**src/rtl/segment_fit_allocator_assert.svh**
```systemverilog
// Assertion macros shared by the allocator RTL
`ifndef SEGMENT_FIT_ALLOCATOR_ASSERT_SVH
`define SEGMENT_FIT_ALLOCATOR_ASSERT_SVH

// Implication checked on every clock edge outside reset
`define SFA_ASSERT_IMP(label, clk, rst_n, ante, cons) \
    label: assert property (@(posedge clk) disable iff (!rst_n) (ante) |-> (cons)) \
        else $error("assertion failed");

// Next-cycle implication
`define SFA_ASSERT_NEXT(label, clk, rst_n, ante, cons) \
    label: assert property (@(posedge clk) disable iff (!rst_n) (ante) |=> (cons)) \
        else $error("assertion failed");

`endif

```
**src/rtl/sfa_pkg.sv**
```systemverilog
//------------------------------------------------------------------------------
// sfa_pkg
// Types, constants and codes for the segment fit allocator.
//------------------------------------------------------------------------------
package sfa_pkg;

    localparam int FREE_SLOTS = 64;
    localparam int SEG_SLOTS  = 64;
    localparam int ADDR_BITS  = 20;
    localparam int FIDX_BITS  = $clog2(FREE_SLOTS);
    localparam int SIDX_BITS  = $clog2(SEG_SLOTS);
    localparam int LEN_BITS   = ADDR_BITS + 1;
    localparam int CFG_BITS   = 21;
    localparam int SIZE_BITS  = 21;

    localparam logic [0:0] CFG_FIT_MODE    = 1'b0;
    localparam logic [0:0] CFG_MEMORY_SIZE = 1'b1;

    localparam logic OP_ALLOC   = 1'b0;
    localparam logic OP_RELEASE = 1'b1;

    localparam logic [2:0] ST_OK       = 3'd0;
    localparam logic [2:0] ST_NO_TOTAL = 3'd1;
    localparam logic [2:0] ST_NO_FIT   = 3'd2;
    localparam logic [2:0] ST_FULL     = 3'd3;
    localparam logic [2:0] ST_UNKNOWN  = 3'd4;

    typedef struct packed {
        logic        opcode;
        logic [15:0] program_id;
        logic [20:0] segment_size;
        logic [31:0] logical_start;
    } req_t;

    typedef struct packed {
        logic        accepted;
        logic [2:0]  status;
        logic [19:0] base_address;
        logic [20:0] free_total;
    } rsp_t;

    typedef enum logic [3:0] {
        S_INIT,
        S_IDLE,
        S_FSCAN,
        S_SSCAN,
        S_ALLOC_WR,
        S_RSCAN,
        S_RDECIDE,
        S_RWALK,
        S_RESP
    } state_t;

    // controller to datapath
    typedef struct packed {
        logic init;       // clear tables
        logic load;       // capture request, reset scan
        logic fstep;      // free-table scan step (pick, count, sum)
        logic sstep;      // segment scan step
        logic commit;     // write allocation
        logic rwalk;      // release walk step
        logic rsp_load;   // latch result
    } cmd_t;

    // datapath to controller
    typedef struct packed {
        logic fdone;
        logic sdone;
        logic rdone;
        logic is_release;
        logic alloc_ok;
        logic rel_ok;
    } sts_t;

endpackage

```
**src/rtl/sfa_ctrl.sv**
```systemverilog
//------------------------------------------------------------------------------
// sfa_ctrl
// Sequencer for table scans, allocation commit and release walk.
//------------------------------------------------------------------------------
module sfa_ctrl (
    input  logic            clk,
    input  logic            rst_n,
    input  logic            cfg_init,
    input  logic            in_valid,
    output logic            in_ready,
    output logic            out_valid,
    input  logic            out_ready,
    input  sfa_pkg::sts_t   sts,
    output sfa_pkg::cmd_t   cmd
);
    import sfa_pkg::*;

    state_t state_reg, state_next;
    logic   ov_reg, ov_next;

    always_ff @(posedge clk or negedge rst_n)
    begin
        if (!rst_n)
        begin
            state_reg <= S_INIT;
            ov_reg    <= 1'b0;
        end
        else
        begin
            state_reg <= state_next;
            ov_reg    <= ov_next;
        end
    end

    always_comb
    begin
        state_next = state_reg;
        if (cfg_init)
            state_next = S_INIT;
        else
        begin
            case (state_reg)
                S_INIT:     state_next = S_IDLE;
                S_IDLE:     if (in_valid) state_next = S_FSCAN;
                S_FSCAN:    if (sts.fdone) state_next = S_SSCAN;
                S_SSCAN:
                    if (sts.sdone)
                        state_next = sts.is_release ? S_RDECIDE
                                   : (sts.alloc_ok ? S_ALLOC_WR : S_RESP);
                S_ALLOC_WR: state_next = S_RESP;
                S_RDECIDE:  state_next = sts.rel_ok ? S_RWALK : S_RESP;
                S_RWALK:    if (sts.rdone) state_next = S_RESP;
                S_RESP:     if (!ov_reg || out_ready) state_next = S_IDLE;
                default:    state_next = S_INIT;
            endcase
        end
    end

    always_comb
    begin
        cmd        = '0;
        in_ready   = (state_reg == S_IDLE) && !cfg_init;
        cmd.init   = (state_reg == S_INIT);
        cmd.load   = in_ready && in_valid;
        cmd.fstep  = (state_reg == S_FSCAN);
        cmd.sstep  = (state_reg == S_SSCAN);
        cmd.commit = (state_reg == S_ALLOC_WR);
        cmd.rwalk  = (state_reg == S_RWALK);
        cmd.rsp_load = (state_reg == S_RESP) && (!ov_reg || out_ready);
        ov_next    = cmd.rsp_load ? 1'b1 : ((out_ready) ? 1'b0 : ov_reg);
        out_valid  = ov_reg;
    end

endmodule

```
**config.mk**
```make
export PLATFORM = sky130hd
export DESIGN_NAME = sfa_ctrl
export DESIGN_NICKNAME = d
export VERILOG_FILES = /design/src/rtl/segment_fit_allocator_assert.svh /design/src/rtl/sfa_pkg.sv /design/src/rtl/sfa_ctrl.sv
export SDC_FILE = /design/constraint.sdc
export NUM_CORES = 1
export LEC_CHECK = 0
export BUFFER_PORTS_ARGS = -buffer_cell sky130_fd_sc_hd__buf_4
export CAP_MARGIN = 5
export CELL_PAD_IN_SITES_DETAIL_PLACEMENT = 2
export CELL_PAD_IN_SITES_GLOBAL_PLACEMENT = 2
export CORE_MARGIN = 5
export CORE_UTILIZATION = 21
export CTS_CLUSTER_DIAMETER = 40
export DETAILED_ROUTE_END_ITERATION = 8
export PLACE_DENSITY = 0.83
export SLEW_MARGIN = 40
export SYNTH_ARGS = -nofsm -noshare
export SYNTH_HDL_FRONTEND = slang
export SYNTH_SLANG_ARGS = --single-unit
```
**constraint.sdc**
```tcl
create_clock -name clk -period 1.6 [get_ports clk]
set_input_delay 0.32 -clock clk [delete_from_list [all_inputs] [get_ports clk]]
set_output_delay 0.32 -clock clk [all_outputs]
set_load 0.02 [all_outputs]
```
======== Word-level counts from Yosys, hierarchy flattened ========
Cells that the tools add are included.
word-level totals
  register bits ........................... 5
  input bits .............................. 11
  output and inout port bits .............. 9
  logic and storage cells ................. 35
cells by class
  equality and inequality tests ........... 12
  muxes and demuxes ....................... 12
  reductions and logical operators ........ 9
operators by type and width
  kind                                                                   number
  4-bit 2-to-1 mux                                                       9
  4-bit case mux with 8 select lines                                     1
  3-bit != test, second input constant                                   5
  4-bit by 3-bit equality test with 1-bit output, second input constant  3
  4-bit by 2-bit equality test with 1-bit output, second input constant  2
  5-bit AND reduction                                                    1
  4-bit by 1-bit equality test with 1-bit output, second input constant  1
  4-bit equality test, second input constant                             1
  4-bit logical NOT                                                      1
  1-bit logical AND                                                      3
  1-bit logical NOT                                                      2
  1-bit 2-to-1 mux                                                       2
  2-bit nonzero test                                                     1
  1-bit logical OR                                                       1

======== Depth between registers and ports, before layout ========
  depth in word-level cells ............... 5
  mapped depth ............................ 5
  gate-level depth less buffers ........... 4

======== Worst setup path after synthesis ========
Ideal clock, no wire load.
  path kind ............................... reg2out
  from .................................... reg state_reg[1]
  to ...................................... out cmd[5] in the netlist's numbering
  arrival ................................. 1738 ps
  data required time ...................... 1280 ps
  setup slack ............................. -458 ps
  cell stages (with the launch flop) ...... 5
  path buffers ............................ 1
  cells stage by stage .................... dfrtp_1 > buf_2 > nand2b_1 > nor4_1 > and2_1
RTL lines
  element                   RTL line        source
  start: declaration        sfa_ctrl.sv:18  state_t state_reg, state_next;
  start signal: assignment  sfa_ctrl.sv:30  state_reg <= state_next;
  end: declaration          sfa_ctrl.sv:14  output sfa_pkg::cmd_t cmd

==> parameters.txt <==
Parameter                              Value

Placed design
  Sum of net half-perimeters after detailed placement ... between 1 and 1.5 mm
  Setup Slack @ Placement ... -21.6 ps
  Routability-driven placement congestion ratio ... about 0.8
  Number of placed cells counting well taps ... ~100
  Number of input and output port buffers inserted ... 19

Setup path
  Startpoint types ... flop
  CP Data Arrival Time ... about 1500 ps
  Crit. End Element ... output port
  Peak fanout along the critical path ... 3
  Critical path required time ... ~1300 ps
  Critical path class ... flop to output port

STA
  Max-Slew Margin vs Limit ... 0.687
  Aggregate negative setup slack ... -598 ps
  Count of endpoints failing setup in the final report ... 7
  Min Clock Period, post-route ... 1780 ps
  Unrepaired setup endpoints after global routing ... yes
  Worst-case setup margin in the final layout ... -180 ps
  Peak clock frequency supported by timing ... 562 MHz
  Final Hold Violating Endpoints ... 0
  Pin slew with the least headroom to its limit ... ~470 ps
  Period Utilization, post-route ... 1.11
  Clock skew ... 11.1 ps
  Max-slew violation count ... 0
  Worst-case hold slack ... 309 ps

Layout
  Number of flip-flops in the largest register ... 4
  Number of nets in the layout ... 102
  Synthesis-to-finish area growth ... 103%
  Fraction of final layout cells with drive strength greater than 1 ... 0.644
  Diodes inserted ... 0
  Non-filler cells in the finished layout ... roughly 120

Routing
  Via count ... about 550
  Initial DRC Count ... 4
  First-pass detailed-route iteration total ... 2
  Post-detailed-route DRC marker count ... 0
  Total detailed-routing wirelength ... 2.03 mm
  Via count normalized by instance count ... around 4.7
  Wire length per cell ... around 17 µm
  Antenna Nets Post-Route ... 0

CTS
  Clock slew at reported path FFs ... ~60 ps
  Insertion delay of the later-clocked pin in the worst-skew pair ... about 260 ps
  CTS H-tree lvls ... 1
  Clk Tree Root Cell ... sky130_fd_sc_hd__clkbuf_4
  TritonCTS clock tree ... done
  Buffer depth of the longest clock path ... 2
  CTS sink cnt ... 5
  Number of buffers inserted during clock tree synthesis ... 3

Hold path
  Min-Delay Path Class ... input port to flop

Synthesis
  Distinct cell type count after synthesis ... 28
  Portion of the post-synthesis area used by sequential elements ... 0.280
  Most area-hungry cell type in the Yosys netlist ... sky130_fd_sc_hd__dfrtp_1
  Yosys Warn Count ... 0
  Average size of a mapped cell ... between 7 and 8 µm²
  Synthesized flop and latch total ... 5
  Cells taking the most area after synthesis ... sky130_fd_sc_hd__dfrtp_1 28%, sky130_fd_sc_hd__nand2b_1 7.0%, sky130_fd_sc_hd__mux2i_1 6.7%, sky130_fd_sc_hd__nand2_1 5.9%, sky130_fd_sc_hd__nor2_1 4.2%
  Top flip-flop cell by instance count after synthesis ... sky130_fd_sc_hd__dfrtp_1
  Syn Inst Count ... 56
  Fraction of synthesized cell area taken by the top area cell type ... 0.280
  Number of synthesized flops with an enable pin ... 0
  Mapped Area ... 447 µm²
  Fraction of registers with async set/reset ... 1.00
  Number of nets in the synthesized netlist ... between 60 and 70

Die
  Die height ... roughly 56 µm
  Die Outline Area ... around 3100 µm²
  Floorplan core area ... around 2000 µm²
  Number of top-level design ports ... 20
  Starting density of the core ... 0.223
  Die X ... ~56 µm
  Row Count ... 16

Pwr
  Worst ir drop on vdd ... 0.469 mV
  Power density of the placed cells ... ~1300 nW/µm²
  Power consumption ... 1.18 mW
  Leakage power of the design ... just under 0.4 nW

Run status
  Outcome ... finished, violations left
  Violations in the final reports ... negative setup slack

Run
  Reported max-cap violation count ... 0

Global route
  Global-route wire length before repair ... roughly 3.2 mm
  Overall Global Routing Usage ... 0.131
  Remaining global-route overflow ... 0
  Via count of the first global-routing pass ... between 600 and 700
  Number of antenna violations at the first check in global routing ... 0
  Pin count of the biggest net entering global routing ... 9
placed cells by master (no fill, tap or decap):
cell type	count
sky130_fd_sc_hd__buf_4	25
sky130_fd_sc_hd__buf_6	8
sky130_fd_sc_hd__nand2_1	7
sky130_fd_sc_hd__nand2b_1	4
sky130_fd_sc_hd__nor2_4	3
sky130_fd_sc_hd__nor2b_1	3
sky130_fd_sc_hd__clkbuf_4	3
sky130_fd_sc_hd__dfrtp_1	3
sky130_fd_sc_hd__nor2_1	2
sky130_fd_sc_hd__nor4_4	2
sky130_fd_sc_hd__mux2i_1	2
sky130_fd_sc_hd__nand3_1	2
sky130_fd_sc_hd__dfrtp_2	2
sky130_fd_sc_hd__and3_4	1
sky130_fd_sc_hd__nand2b_4	1
sky130_fd_sc_hd__nor4b_4	1
sky130_fd_sc_hd__or4b_4	1
sky130_fd_sc_hd__and2_4	1
sky130_fd_sc_hd__o21ai_0	1
sky130_fd_sc_hd__o2111ai_1	1
sky130_fd_sc_hd__nand3b_1	1
sky130_fd_sc_hd__or3_1	1
sky130_fd_sc_hd__a21o_4	1
sky130_fd_sc_hd__mux2i_2	1
sky130_fd_sc_hd__nor4b_2	1
sky130_fd_sc_hd__a32oi_2	1
sky130_fd_sc_hd__nand2_2	1
sky130_fd_sc_hd__o21bai_1	1
sky130_fd_sc_hd__a21oi_1	1
sky130_fd_sc_hd__o32ai_1	1
sky130_fd_sc_hd__and3b_1	1
sky130_fd_sc_hd__mux2_4	1
sky130_fd_sc_hd__nand3_2	1
sky130_fd_sc_hd__a211oi_2	1
sky130_fd_sc_hd__clkinv_2	1
sky130_fd_sc_hd__dlygate4sd3_1	1
sky130_fd_sc_hd__buf_8	1
synthesized netlist by cell type, types with 2 or more instances:
cell and n:
sky130_fd_sc_hd__nor2_1 5, sky130_fd_sc_hd__dfrtp_1 5, sky130_fd_sc_hd__mux2i_1 3, sky130_fd_sc_hd__nor4b_1 2, sky130_fd_sc_hd__nand2_1 7, sky130_fd_sc_hd__nor2b_1 3, sky130_fd_sc_hd__nor4_1 2, sky130_fd_sc_hd__nand3_1 3
sky130_fd_sc_hd__nand2b_1 5, sky130_fd_sc_hd__buf_2 3
path summary, 6_finish.rpt:
| check | startpoint | to | slack (ps) | depth (start not counted) |
|---|---|---|---|---|
| worst max-delay path | state_reg[0] | cmd[0] | -180 | 3 |
| max in group asynchronous | rst_n | state_reg[2] | 1000 | 2 |
| worst min-delay path | cfg_init | state_reg[2] | 310 | 2 |
| worst min register to register | state_reg[0] | out_valid | 620 | 2 |
| min in group asynchronous | rst_n | state_reg[1] | 460 | 2 |
| worst max register to register | state_reg[0] | state_reg[0] | -70 | 5 |
per-layer routing:
metal | track usage | wire (µm) | up-vias | part of all wire
li1 | - | - | 269 | -
met1 | 0.143 | 899 | 266 | 0.44
met2 | 0.235 | 1060 | 11 | 0.52
met3 | 0.0441 | 71 | 2 | 0.035
met4 | 0.0407 | 4 | 0 | 0.0020
met5 | 0 | 0 | - | 0
power breakdown:
part	total [mW]	internal (mW)	switching, mW
registers	0.189	0.158	0.0311
logic	0.828	0.423	0.405
clock network	0.159	0.0914	0.0672
repair_timing:
action / in CTS / in global routing
hold endpoints to repair: 5 / 0
pin swaps: 7 / 6
endpoints found under the setup margin: 7 / 12
buffers inserted: 7 / 2
resized for setup: 11 / 19
hold buffers: 1 / 0
worst max-delay path, stage by stage (launching register included):
cell and delay, ps:
sky130_fd_sc_hd__dfrtp_2 420, sky130_fd_sc_hd__or4b_4 560, sky130_fd_sc_hd__nor2_4 100, sky130_fd_sc_hd__buf_6 120
metrics by stage:
step	utilization	instance area [µm²]
after CTS	0.401	802
after floorplan	-	474
after global placement	0.334	669
final	0.454	908
after detailed placement	0.334	669
after global routing	0.454	908
logic make-up after synthesis:
logic type / after synthesis / share of synthesized area
AO/OA/AOI/OAI: 8 / 0.132
multiplexers: 4 / 0.101
buffers and inverters: 5 / 0.0588
AND/OR/NAND/NOR: 34 / 0.429
flip-flops: 5 / 0.280
area by class of cell:
class,instances,area (µm²)
Fill cell,218,1090
Sequential cell,5,128
Clock buffer,3,22.5
Clock inverter,1,5.00
Timing Repair Buffer,35,303
Multi-Input combinational cell,46,417
Tap cell,27,33.8
No activity file was read; power rests on OpenSTA's default activity.
